**src/rtl/tbs_pkg.sv**
```systemverilog
// Package for the tile batch splitter: item types, register indexes and
// sizing constants shared by the interfaces, the divider and the top level.
// No dependencies.
package tbs_pkg;

    localparam int unsigned DIV_BITS    = 32;
    localparam int unsigned DIV_DIGIT   = 2;
    localparam int unsigned DIV_CYCLES  = DIV_BITS / DIV_DIGIT;
    localparam int unsigned DIV_CNT_W   = $clog2(DIV_CYCLES);
    localparam logic [DIV_CNT_W-1:0] DIV_CNT_ONE  = DIV_CNT_W'(1);
    localparam logic [DIV_CNT_W-1:0] DIV_CNT_LAST = DIV_CNT_W'(DIV_CYCLES - 1);

    localparam int unsigned CFG_IDX_W   = 2;
    localparam logic [CFG_IDX_W-1:0] CFG_GRID_WIDTH  = 2'd0;
    localparam logic [CFG_IDX_W-1:0] CFG_TILE_WIDTH  = 2'd1;
    localparam logic [CFG_IDX_W-1:0] CFG_TILE_HEIGHT = 2'd2;

    localparam logic [15:0] GRID_WIDTH_RST  = 16'd1024;
    localparam logic [15:0] TILE_WIDTH_RST  = 16'd256;
    localparam logic [15:0] TILE_HEIGHT_RST = 16'd256;

    localparam logic [24:0] COUNT_MAX = 25'd16777216;

    localparam logic KIND_POINT = 1'b0;
    localparam logic KIND_BATCH = 1'b1;

    typedef struct packed {
        logic        point_valid;
        logic [31:0] tile_id;
        logic [31:0] cell_id;
        logic        end_of_set;
    } t_in_item;

    typedef struct packed {
        logic        kind;
        logic [31:0] local_cell;
        logic [15:0] row_of_tile;
        logic [15:0] col_of_tile;
        logic [23:0] batch_first;
        logic [24:0] batch_count;
        logic        last;
    } t_out_item;

endpackage

```
**src/rtl/tbs_intf.sv**
```systemverilog
// Handshake interfaces of the tile batch splitter: point input, result output
// and configuration write channel. Depends on tbs_pkg.
interface tbs_in_if;
    logic              valid;
    logic              ready;
    tbs_pkg::t_in_item data;
    modport source (output valid, output data, input ready);
    modport sink   (input valid, input data, output ready);
endinterface

interface tbs_out_if;
    logic               valid;
    logic               ready;
    tbs_pkg::t_out_item data;
    modport source (output valid, output data, input ready);
    modport sink   (input valid, input data, output ready);
endinterface

interface tbs_cfg_if;
    logic                            valid;
    logic                            ready;
    logic [tbs_pkg::CFG_IDX_W-1:0]   index;
    logic [15:0]                     data;
    modport source (output valid, output index, output data, input ready);
    modport sink   (input valid, input index, input data, output ready);
endinterface

```
**src/rtl/tbs_div.sv**
```systemverilog
// Digit-serial unsigned divider, 32-bit dividend by 16-bit divisor, two
// quotient bits per cycle through a shift register. Depends on tbs_pkg.
module tbs_div (
    input  logic        i_clk,
    input  logic        i_rst_n,
    input  logic        i_start,
    input  logic [31:0] i_dividend,
    input  logic [15:0] i_divisor,
    output logic        o_busy,
    output logic [31:0] o_quotient,
    output logic [15:0] o_remainder
);

    logic [31:0]                   r_sh;
    logic [15:0]                   r_rem;
    logic [15:0]                   r_div;
    logic [tbs_pkg::DIV_CNT_W-1:0] r_cnt;
    logic                          r_busy;

    logic [16:0] step1;
    logic [16:0] step2;
    logic [31:0] n_sh;

    // One restoring step: the partial remainder stays below the divisor,
    // so it always fits in 16 bits after the subtraction.
    function automatic logic [16:0] div_step(input logic [15:0] rem,
                                             input logic        bit_in,
                                             input logic [15:0] d);
        logic [16:0] t;
        logic [16:0] t_sub;
        begin
            t     = {rem, bit_in};
            t_sub = t - {1'b0, d};
            if (t >= {1'b0, d}) begin
                div_step = {t_sub[15:0], 1'b1};
            end else begin
                div_step = {t[15:0], 1'b0};
            end
        end
    endfunction

    always_comb begin
        step1 = div_step(r_rem, r_sh[31], r_div);
        step2 = div_step(step1[16:1], r_sh[30], r_div);
        n_sh  = {r_sh[29:0], step1[0], step2[0]};
    end

    always_ff @(posedge i_clk) begin
        if (!i_rst_n) begin
            r_busy <= 1'b0;
            r_cnt  <= '0;
        end else if (i_start) begin
            r_busy <= 1'b1;
            r_cnt  <= '0;
            r_sh   <= i_dividend;
            r_rem  <= '0;
            r_div  <= i_divisor;
        end else if (r_busy) begin
            r_sh  <= n_sh;
            r_rem <= step2[16:1];
            r_cnt <= r_cnt + tbs_pkg::DIV_CNT_ONE;
            if (r_cnt == tbs_pkg::DIV_CNT_LAST) begin
                r_busy <= 1'b0;
            end
        end
    end

    assign o_busy      = r_busy;
    assign o_quotient  = r_sh;
    assign o_remainder = r_rem;

endmodule

```
**src/rtl/tile_batch_splitter_local_index_core.sv**
```systemverilog
// Top level of the tile batch splitter with local cell index.
// Depends on tbs_pkg, the interfaces in tbs_intf and the divider tbs_div.
//
// Usage: points sorted by tile arrive on i_in, one item each, and results
// leave on o_out; kind 0 is a point's local cell index, kind 1 the record of
// a closed batch, and last marks the final result of one input item. Each
// input item gives zero to three results. Registers (grid width, tile width,
// tile height, at indexes 0 to 2) are written on i_cfg, which is always
// ready and should be written only while the block is idle.
// Flow: an item is taken in S_IDLE, prepared in S_PREP and divided in S_DIV
// by three dividers side by side (tile by tiles across, previous batch tile
// likewise, cell by grid width), which S_DIV waits to see finish. The
// multiply states and then S_EMIT, which hands over the results, follow.
// For the first item after reset or a write of grid width or tile width,
// S_ACROSS first waits for tiles across from the cell divider before the rest.
// Reset restores the register defaults, closes any batch and clears the set
// position. Results go through one output register; while the receiver
// stalls the block finishes its work and waits, and it takes the next item
// once the last result of the current one sits in that register.
module tile_batch_splitter_local_index_core (
    input  logic            i_clk,
    input  logic            i_rst_n,
    tbs_cfg_if.sink         i_cfg,
    tbs_in_if.sink          i_in,
    tbs_out_if.source       o_out
);

    typedef enum logic [2:0] {
        S_IDLE,
        S_PREP,
        S_ACROSS,
        S_DIV,
        S_MUL1,
        S_MUL2,
        S_MUL3,
        S_EMIT
    } t_state;

    t_state r_state;

    // Configuration.
    logic [15:0] r_gw;
    logic [15:0] r_tw;
    logic [15:0] r_th;
    logic [15:0] r_across;
    logic        r_dirty;

    // Batch state.
    logic        r_open;
    logic [31:0] r_open_tile;
    logic [23:0] r_first;
    logic [24:0] r_count;
    logic [23:0] r_pos;

    // Item being worked on.
    logic [31:0] r_tile;
    logic [31:0] r_cell;
    logic [31:0] r_prev_tile;
    logic [23:0] r_pf;
    logic [24:0] r_pc;
    logic [23:0] r_ef;
    logic [24:0] r_ec;
    logic [2:0]  r_pend;
    logic [31:0] r_y0;
    logic [31:0] r_x0;
    logic [31:0] r_dy;
    logic [31:0] r_dx;
    logic [15:0] r_aw;
    logic [31:0] r_local;

    tbs_pkg::t_out_item r_out;
    logic               r_ov;

    logic [15:0] gw_eff;
    logic [15:0] tw_eff;
    logic [16:0] across_num;

    logic        start_a;
    logic        start_c;
    logic        busy_a;
    logic        busy_b;
    logic        busy_c;
    logic [31:0] quo_a;
    logic [31:0] quo_b;
    logic [31:0] quo_c;
    logic [15:0] rem_a;
    logic [15:0] rem_b;
    logic [15:0] rem_c;
    logic [31:0] div_c_num;
    logic [15:0] div_c_den;

    logic        accept;
    logic        close_prev;
    logic        close_eos;
    logic        n_open;
    logic [31:0] n_open_tile;
    logic [23:0] n_first;
    logic [24:0] n_count;
    logic [23:0] n_pos;
    logic [23:0] eos_first;
    logic [24:0] eos_count;

    logic [47:0] y0_full;
    logic [31:0] x0_full;
    logic [31:0] room;
    logic [47:0] loc_full;

    logic               out_free;
    logic               emit_now;
    tbs_pkg::t_out_item n_out;
    logic [2:0]         n_pend;

    assign gw_eff     = (r_gw == 16'd0) ? 16'd1 : r_gw;
    assign tw_eff     = (r_tw == 16'd0) ? 16'd1 : r_tw;
    assign across_num = {1'b0, gw_eff} + {1'b0, tw_eff} - 17'd1;

    assign i_cfg.ready = 1'b1;
    assign i_in.ready  = (r_state == S_IDLE);
    assign accept      = i_in.valid && (r_state == S_IDLE);

    // The tiles-across division borrows the cell divider.
    assign start_a   = (r_state == S_PREP && !r_dirty) ||
                       (r_state == S_ACROSS && !busy_c);
    assign start_c   = (r_state == S_PREP) || (r_state == S_ACROSS && !busy_c);
    assign div_c_num = (r_state == S_PREP && r_dirty) ? {15'd0, across_num} : r_cell;
    assign div_c_den = (r_state == S_PREP && r_dirty) ? tw_eff : gw_eff;

    tbs_div u_div_tile (
        .i_clk       (i_clk),
        .i_rst_n     (i_rst_n),
        .i_start     (start_a),
        .i_dividend  (r_tile),
        .i_divisor   ((r_state == S_ACROSS) ? quo_c[15:0] : r_across),
        .o_busy      (busy_a),
        .o_quotient  (quo_a),
        .o_remainder (rem_a)
    );

    tbs_div u_div_prev (
        .i_clk       (i_clk),
        .i_rst_n     (i_rst_n),
        .i_start     (start_a),
        .i_dividend  (r_prev_tile),
        .i_divisor   ((r_state == S_ACROSS) ? quo_c[15:0] : r_across),
        .o_busy      (busy_b),
        .o_quotient  (quo_b),
        .o_remainder (rem_b)
    );

    tbs_div u_div_cell (
        .i_clk       (i_clk),
        .i_rst_n     (i_rst_n),
        .i_start     (start_c),
        .i_dividend  (div_c_num),
        .i_divisor   (div_c_den),
        .o_busy      (busy_c),
        .o_quotient  (quo_c),
        .o_remainder (rem_c)
    );

    // Batch bookkeeping for the item on the input channel.
    always_comb begin
        close_prev  = r_open && (!i_in.data.point_valid ||
                                 i_in.data.tile_id != r_open_tile);
        n_open      = r_open && !close_prev;
        n_open_tile = r_open_tile;
        n_first     = r_first;
        n_count     = r_count;
        if (i_in.data.point_valid) begin
            if (!n_open) begin
                n_open      = 1'b1;
                n_open_tile = i_in.data.tile_id;
                n_first     = r_pos;
                n_count     = '0;
            end
            if (n_count < tbs_pkg::COUNT_MAX) begin
                n_count = n_count + 25'd1;
            end
        end
        close_eos = i_in.data.end_of_set && n_open;
        eos_first = n_first;
        eos_count = n_count;
        if (close_eos) begin
            n_open = 1'b0;
        end
        if (i_in.data.end_of_set) begin
            n_pos   = '0;
            n_first = '0;
            n_count = '0;
        end else begin
            n_pos = r_pos + 24'd1;
        end
    end

    // Local index arithmetic.
    always_comb begin
        y0_full  = quo_a * r_th;
        x0_full  = rem_a * tw_eff;
        room     = {16'd0, gw_eff} - r_x0;
        loc_full = r_dy * r_aw;
    end

    // Result selection: previous batch record, point, end-of-set record.
    assign out_free = !r_ov || o_out.ready;
    assign emit_now = (r_state == S_EMIT) && (r_pend != 3'b000) && out_free;

    always_comb begin
        n_out  = '0;
        n_pend = r_pend;
        if (r_pend[0]) begin
            n_out.kind        = tbs_pkg::KIND_BATCH;
            n_out.row_of_tile = quo_b[15:0];
            n_out.col_of_tile = rem_b;
            n_out.batch_first = r_pf;
            n_out.batch_count = r_pc;
            n_out.last        = (r_pend[2:1] == 2'b00);
            n_pend[0]         = 1'b0;
        end else if (r_pend[1]) begin
            n_out.kind        = tbs_pkg::KIND_POINT;
            n_out.local_cell  = r_local;
            n_out.row_of_tile = quo_a[15:0];
            n_out.col_of_tile = rem_a;
            n_out.last        = !r_pend[2];
            n_pend[1]         = 1'b0;
        end else begin
            n_out.kind        = tbs_pkg::KIND_BATCH;
            n_out.row_of_tile = quo_a[15:0];
            n_out.col_of_tile = rem_a;
            n_out.batch_first = r_ef;
            n_out.batch_count = r_ec;
            n_out.last        = 1'b1;
            n_pend[2]         = 1'b0;
        end
    end

    always_ff @(posedge i_clk) begin
        if (!i_rst_n) begin
            r_state     <= S_IDLE;
            r_gw        <= tbs_pkg::GRID_WIDTH_RST;
            r_tw        <= tbs_pkg::TILE_WIDTH_RST;
            r_th        <= tbs_pkg::TILE_HEIGHT_RST;
            r_dirty     <= 1'b1;
            r_open      <= 1'b0;
            r_open_tile <= '0;
            r_first     <= '0;
            r_count     <= '0;
            r_pos       <= '0;
            r_pend      <= '0;
            r_ov        <= 1'b0;
        end else begin
            if (i_cfg.valid) begin
                case (i_cfg.index)
                    tbs_pkg::CFG_GRID_WIDTH: begin
                        r_gw    <= i_cfg.data;
                        r_dirty <= 1'b1;
                    end
                    tbs_pkg::CFG_TILE_WIDTH: begin
                        r_tw    <= i_cfg.data;
                        r_dirty <= 1'b1;
                    end
                    tbs_pkg::CFG_TILE_HEIGHT: begin
                        r_th <= i_cfg.data;
                    end
                    default: begin
                    end
                endcase
            end

            if (emit_now) begin
                r_out <= n_out;
                r_ov  <= 1'b1;
            end else if (r_ov && o_out.ready) begin
                r_ov <= 1'b0;
            end

            case (r_state)
                S_IDLE: begin
                    if (accept) begin
                        r_tile      <= i_in.data.tile_id;
                        r_cell      <= i_in.data.cell_id;
                        r_prev_tile <= r_open_tile;
                        r_pf        <= r_first;
                        r_pc        <= r_count;
                        r_ef        <= eos_first;
                        r_ec        <= eos_count;
                        r_pend      <= {close_eos, i_in.data.point_valid, close_prev};
                        r_open      <= n_open;
                        r_open_tile <= n_open_tile;
                        r_first     <= n_first;
                        r_count     <= n_count;
                        r_pos       <= n_pos;
                        r_state     <= S_PREP;
                    end
                end
                S_PREP: begin
                    r_state <= r_dirty ? S_ACROSS : S_DIV;
                end
                S_ACROSS: begin
                    if (!busy_c) begin
                        r_across <= quo_c[15:0];
                        r_dirty  <= 1'b0;
                        r_state  <= S_DIV;
                    end
                end
                S_DIV: begin
                    if (!busy_a && !busy_b && !busy_c) begin
                        r_state <= S_MUL1;
                    end
                end
                S_MUL1: begin
                    r_y0    <= y0_full[31:0];
                    r_x0    <= x0_full;
                    r_state <= S_MUL2;
                end
                S_MUL2: begin
                    // The tile's width is clipped where the grid ends.
                    r_aw    <= ({16'd0, tw_eff} < room) ? tw_eff : room[15:0];
                    r_dy    <= quo_c - r_y0;
                    r_dx    <= {16'd0, rem_c} - r_x0;
                    r_state <= S_MUL3;
                end
                S_MUL3: begin
                    r_local <= loc_full[31:0] + r_dx;
                    r_state <= S_EMIT;
                end
                S_EMIT: begin
                    if (r_pend == 3'b000) begin
                        r_state <= S_IDLE;
                    end else if (out_free) begin
                        r_pend <= n_pend;
                        if (n_pend == 3'b000) begin
                            r_state <= S_IDLE;
                        end
                    end
                end
                default: begin
                    r_state <= S_IDLE;
                end
            endcase
        end
    end

    assign o_out.valid = r_ov;
    assign o_out.data  = r_out;

endmodule
```
**src/flat_wrapper.sv**
```systemverilog
// flat-port wrapper written by rule: the top's interface ports become plain ports
module tile_batch_splitter_local_index_core_flat 
  (i_clk, i_rst_n, i_cfg_valid, i_cfg_index, i_cfg_data, i_cfg_ready, i_in_valid, i_in_data, i_in_ready, o_out_valid, o_out_data, o_out_ready);
  tbs_cfg_if i_cfg_i ();
  tbs_in_if i_in_i ();
  tbs_out_if o_out_i ();
  input  logic i_clk;
  input  logic i_rst_n;
  input wire logic [$bits(i_cfg_i.valid)-1:0] i_cfg_valid;
  input wire logic [$bits(i_cfg_i.index)-1:0] i_cfg_index;
  input wire logic [$bits(i_cfg_i.data)-1:0] i_cfg_data;
  output wire logic [$bits(i_cfg_i.ready)-1:0] i_cfg_ready;
  input wire logic [$bits(i_in_i.valid)-1:0] i_in_valid;
  input wire logic [$bits(i_in_i.data)-1:0] i_in_data;
  output wire logic [$bits(i_in_i.ready)-1:0] i_in_ready;
  output wire logic [$bits(o_out_i.valid)-1:0] o_out_valid;
  output wire logic [$bits(o_out_i.data)-1:0] o_out_data;
  input wire logic [$bits(o_out_i.ready)-1:0] o_out_ready;
  assign i_cfg_i.valid = i_cfg_valid;
  assign i_cfg_i.index = i_cfg_index;
  assign i_cfg_i.data = i_cfg_data;
  assign i_cfg_ready = i_cfg_i.ready;
  assign i_in_i.valid = i_in_valid;
  assign i_in_i.data = i_in_data;
  assign i_in_ready = i_in_i.ready;
  assign o_out_valid = o_out_i.valid;
  assign o_out_data = o_out_i.data;
  assign o_out_i.ready = o_out_ready;
  tile_batch_splitter_local_index_core u_core (.i_clk(i_clk), .i_rst_n(i_rst_n), .i_cfg(i_cfg_i), .i_in(i_in_i), .o_out(o_out_i));
endmodule
```
**config.mk**
```make
export PLATFORM = sky130hd
export DESIGN_NAME = tile_batch_splitter_local_index_core_flat
export DESIGN_NICKNAME = d
export VERILOG_FILES = /design/src/rtl/tbs_pkg.sv /design/src/rtl/tbs_intf.sv /design/src/rtl/tbs_div.sv /design/src/rtl/tile_batch_splitter_local_index_core.sv /design/src/flat_wrapper.sv
export SDC_FILE = /design/constraint.sdc
export NUM_CORES = 2
export LEC_CHECK = 0
export ABC_AREA = 1
export ABC_CLOCK_PERIOD_IN_PS = 12100
export CORE_MARGIN = 2
export CORE_UTILIZATION = 50
export CTS_CLUSTER_SIZE = 8
export DETAILED_ROUTE_END_ITERATION = 10
export DONT_BUFFER_PORTS = 1
export GPL_TIMING_DRIVEN = 0
export PLACE_DENSITY = 0.66
export SYNTH_ARGS = -nofsm -noshare
export SYNTH_HDL_FRONTEND = slang
export SYNTH_SLANG_ARGS = --single-unit
```
**constraint.sdc**
```tcl
create_clock -name i_clk -period 12.1 [get_ports i_clk]
set_clock_uncertainty 0.1 [all_clocks]
set_input_delay 2.42 -clock i_clk [delete_from_list [all_inputs] [get_ports i_clk]]
set_output_delay 2.42 -clock i_clk [all_outputs]
set_load 0.05 [all_outputs]
```
-- Word-level counts from Yosys, hierarchy flattened
Index checks and enable logic that the tools add are counted.
- $add $sub $neg: 17
- multiply operators: 3
- order comparisons: 8
- eq/ne operators: 20
- mux-type cells: 65
- bitwise gates (word level): 4
- reductions and logical operators: 59
- operators by type and width (kind ; count):
    two-way mux 32 bit ; 7
    two-way mux 16 bit ; 8
    two-way mux 25 bit ; 5
    greater-or-equal comparator 17 x 16 -> 1 bit ; 6
    two-way mux 17 bit ; 6
    two-way mux 24 bit ; 4
    subtractor 16 bit ; 6
    two-way mux 82 bit ; 1
    multiplier 32 x 16 -> 32 bit ; 2
    subtractor 16 x 32 -> 32 bit ; 2
    two-way mux 49 bit ; 1
    adder 32 bit ; 1
    zero test 16 bit ; 2
    < comparator 16 x 32 -> 1 bit ; 1
    multiplier 16 x 16 -> 32 bit ; 1
    inequality test 32 bit ; 1
    subtractor 32 bit ; 1
    two-way mux 3 bit ; 9
    AND reduction 2 bit ; 13
    adder 25 x 1 -> 25 bit (second input constant) ; 1
    < comparator 25 bit (second input constant) ; 1
    adder 24 x 1 -> 24 bit (second input constant) ; 1
    case mux 3 bit (8 select lines) ; 1
    two-way mux 1 bit ; 21
    27 further kinds ; 74
- flip-flop bits (word level): 854
- output and inout bits: 118
- logic and storage cells: 223

-- Depth between registers and ports, before layout
- depth in word-level cells: 11
- mapped depth: 35
- depth with buffers taken out: 34

-- Hierarchy
From an unflattened synthesis, not the netlist that was laid out.
- cell total of the unflattened synthesis: 9405
- area total of the unflattened synthesis: 78627.9 µm²
- modules (own cells, without submodules) (module ; instances ; cells each ; area an instance (µm²)):
    tile_batch_splitter_local_index_core ; 1 ; 7407 ; 63527.2
    tbs_div at u_core.u_div_cell ... ; 2 ; 665 ; 5029.8
    tbs_div at u_core.u_div_tile ; 1 ; 668 ; 5041.1

-- Worst setup path before layout
OpenSTA, ideal clock, no wires.
- path type: input to register
- from: in i_in_valid
- to: reg u_core.r_cell[0], enable pin
- library setup time: 0.752 ns
- arrival: 11.418 ns
- slack: -0.170 ns
- stages on the path: 7
- path buffers: 3
- path through: inv_1 nor2_2 clkbuf_1 inv_1 clkbuf_1 clkbuf_1 nor2_1
- longest elaborated chain between the ends: 2
- ends and longest elaborated chain (element ; RTL line ; text):
    start: declaration ; flat_wrapper.sv:13 ; input wire logic [$bits(i_in_i.valid)-1:0] i_in_valid;
    logical AND 1 bit ; tile_batch_splitter_local_index_core.sv:119 ; assign accept = i_in.valid && (r_state == S_IDLE);
    AND reduction 3 bit (no source line) ; n/a ;
    end signal: assignment ; tile_batch_splitter_local_index_core.sv:280 ; r_cell <= i_in.data.cell_id;
    end: declaration ; tile_batch_splitter_local_index_core.sv:57 ; logic [31:0] r_cell;
Every way passes these cells.
A chain may end at the register's enable or synchronous reset.

-- Worst setup path after layout
- from: reg u_core.r_aw[4]
- to: reg u_core.r_local[28], data pin
- longest elaborated chain between the ends: 2
- ends and longest elaborated chain (element ; RTL line ; text):
    start: declaration ; tile_batch_splitter_local_index_core.sv:68 ; logic [15:0] r_aw;
    start signal: assignment ; tile_batch_splitter_local_index_core.sv:317 ; r_aw <= ({16'd0, tw_eff} < room) ? tw_eff : room[15:0];
    multiplier 32 x 16 -> 32 bit ; tile_batch_splitter_local_index_core.sv:200 ; loc_full = r_dy * r_aw;
    adder 32 bit ; tile_batch_splitter_local_index_core.sv:323 ; r_local <= loc_full[31:0] + r_dx;
    end signal: assignment ; tile_batch_splitter_local_index_core.sv:323 ;
    end: declaration ; tile_batch_splitter_local_index_core.sv:69 ; logic [31:0] r_local;
Every way passes these cells.

==> out/summary.log <==
INFO  synth          synthesis.yosys.warnings=0
INFO  setup_path     reg2reg_setup_slack=4480ps
INFO  global_route   globalRouteTotalUtil=29.3%
INFO  synth          postSynth.topFlopCell=edfxtp_1
INFO  clock_network  clk_path_buf_depth=3
INFO  run            maxCapViolations=0
INFO  setup_path     crit_path_start_kind=flip-flop
INFO  synth          postSynthRegisterBits=854
INFO  power          leak_pwr=37.6nW
INFO  synth          postSynthCellCount=8,614
INFO  synth          postSynthAreaPerCell=8.68µm²
INFO  clock_network  cts_inserted_buffers=120
INFO  sta            setup_tns_final=0ps
INFO  sta            final_period_minus_worst_setup_slack=7620ps
INFO  setup_path     maximum_fanout_along_the_worst_path=10
INFO  synth          ys_async_sr_fraction=0%
INFO  clock_network  cts_tree=yes
INFO  placement      dp_cells=10,600
INFO  sta            rsz_0062_raised_after_global_routing=false
INFO  drt            postRouteWirelength=222,000µm
INFO  layout         final_std_cells_w_o_fill=10,800
INFO  setup_path     critical_path_required=12,430ps
INFO  drt            first_pass_iters=6
INFO  sta            setup_viol=0
INFO  setup_path     cp_data_arrival_time=7950ps
INFO  drt            via_count=57,700
INFO  layout         num-nets-final=10,100
INFO  drt            dr.first_iter.drc_count=4,672
INFO  layout         area_delta_synth_final=8.79%
INFO  synth          number_of_distinct_standard_cells_referenced_by_the_synthesized_netlist=65
INFO  synth          synth_commonest_cells=2,215 x nand2_1, 1,808 x inv_1, 842 x fa_1
INFO  synth          synth_top_cell_by_area=edfxtp_1
INFO  floorplanning  die_outline_area=153,000µm²
INFO  clock_network  cts_sinks=854
INFO  sta            finalHoldViolCount=0
INFO  floorplanning  fp.dieH=391µm
INFO  power          report.power.total=19.0mW
INFO  synth          synth_top_area_share=27.2%
INFO  global_route   grt_pass1_vias=58,700
INFO  clock_network  post_cts.resized_instances=0
INFO  power          ir_drop=0.000180V
INFO  clock_network  ctsHtreeMaxLevel=3
INFO  sta            timing.slew.headroom=21.4%
INFO  sta            timing.hold.ws=346ps
INFO  synth          syn_nets=9,992
INFO  setup_path     timing.critical_path.to_type=flip-flop
INFO  drt            post_drt_via_cell_ratio=5.33
INFO  layout         postLayoutCoreUtil=54.9%
INFO  placement      place.gp.congestion=0.994
INFO  placement      post-dp-hpwl=180,000µm
INFO  clock_network  ctsRootBufferMaster=clkbuf_16
INFO  drt            antenna_violating_nets_post_route=0
INFO  floorplanning  fp.coreArea=148,000µm²
INFO  placement      place.port_buffers=0
INFO  drt            route.detailed.wl_per_inst=20.5µm
INFO  layout         final_layout_size_suffix_gt1_share=2.75%
INFO  global_route   antenna_found_initial=28
INFO  global_route   pin_count_of_the_biggest_net_entering_global_routing=38
INFO  clock_network  hold_buffers=0
INFO  synth          synth-edff-count=677
INFO  global_route   grt_pass1_wl=341,000µm
INFO  clock_network  cts.repair_timing.setup_buffer_count=0
INFO  sta            final.period_utilization=63.0%
INFO  drt            drcViolationCount=0
INFO  clock_network  clkSlewWorstSetupHoldPaths=50ps
INFO  synth          cell_types_occupying_the_most_area_after_synthesis=edfxtp_1 27%, fa_1 23%, nand2_1 11%
INFO  hold_path      hp-class=reg -> reg
INFO  setup_path     path_class=reg -> reg
INFO  floorplanning  start_util=50.5%
INFO  floorplanning  core.rowCount=141
INFO  floorplanning  die_x=391µm
INFO  sta            tightest_slew=1170ps
INFO  power          pwr_density_cell=233nW/µm²
INFO  synth          synthesis.area=74,800µm²
INFO  synth          yosysMostFrequentCell=nand2_1
INFO  outcome        outcome=finished, final reports clean
INFO  sta            slew_viol_final=0
INFO  clock_network  clkLatencyLatePin=790ps
INFO  floorplanning  floorplan.io_pins=207
INFO  synth          share_of_the_yosys_chip_area_belonging_to_registers=31.9%
INFO  sta            clock.fmax=0.131GHz
INFO  global_route   grt_remaining_overflow=0
[per-stage QoR]
stage / setup slack (ps) / instance area (µm²)
finish: 4480 / 81300
global route: 4080 / 81300
CTS: 4480 / 81300
detailed placement: 4540 / 77600
global placement: -4920 / 77200
floorplan: 789 / 74800
[path summary, 6_finish.rpt]
check,from,end,cells after the start
worst max-delay path,u_core.r_aw[4],u_core.r_local[28],24
worst min-delay path,u_core.r_first[23],u_core.r_pf[23],0
worst max register to register,u_core.r_aw[4],u_core.r_local[28],24
worst min register to register,u_core.r_first[23],u_core.r_pf[23],0
[cell families (layout without fill, tap and decap cells)]
family | count (synthesis) | after routing | synth area share (%)
muxes | 1 | 1 | 0.0134
and+or+nand+nor | 2924 | 2924 | 15.6
xor gates and xnor gates | 315 | 315 | 3.70
buffers and inverters | 2201 | 2448 | 11.1
adders and majority gates | 1289 | 1289 | 30.0
other | 1 | 31 | 0.00502
DFF | 854 | 854 | 31.9
AOI/OAI and AO/OA | 1029 | 1029 | 7.63
[area by class of cell]
class	instances	area (µm²)
clock inverters	14	284
well taps	1930	2410
clock buffers	205	3330
repair buffers	28	413
plain buffers	389	1510
flip-flops and latches	854	23900
inverters	1812	6800
diodes	30	75.1
multi-input cells	5559	42600
fillers	13600	66900
[critical path: stages, from the launching register on]
cell	delay (ps)
edfxtp_1	330
clkbuf_1	720
clkbuf_1	560
nand2_1	170
fa_1	560
inv_1	50
fa_1	480
inv_1	50
fa_1	480
fa_1	550
inv_1	50
fa_1	490
fa_1	410
ha_1	380
nand2_1	70
inv_1	50
a21boi_0	130
o21ai_0	720
a21boi_0	320
nor2_1	260
nand2_1	80
nand2_1	110
nand2_1	80
nand3_1	70
nand2_1	50
[metal layers]
layer	global-route usage (%)	routed length, µm	vias to the layer above
li1	-	-	26900
met1	37.7	89100	28100
met2	48.4	103000	2170
met3	6.28	19800	435
met4	11.2	9300	28
met5	0	177	-
[layout by cell type (no fill, tap or decap), types with 177 or more instances in the layout]
cell and count:
fa_1 842, edfxtp_1 677, clkbuf_1 434, ha_1 447
xor2_1 193, inv_1 1807, dfxtp_1 177, nand2_1 2213
o21ai_0 398, nor2_1 367, a21oi_1 418
[power by group]
group | switching, mW | internal [mW]
Sequential | 0.280 | 4.15
Clock | 1.31 | 1.90
Combinational | 7.28 | 4.05
Total | 8.87 | 10.1
[state kept, by name (all words and copies together), names as in the netlist, 32 cells and up]
name,flops
u_core.o_out.data,115
u_core.r_cell,32
u_core.r_dx,32
u_core.r_dy,32
u_core.r_local,32
u_core.r_open_tile,32
u_core.r_prev_tile,32
u_core.r_tile,32
u_core.r_x0,32
u_core.r_y0,32
u_core.u_div_cell.o_quotient,32
u_core.u_div_prev.o_quotient,32
u_core.u_div_tile.o_quotient,32
Power figures use the tool's default switching activity.
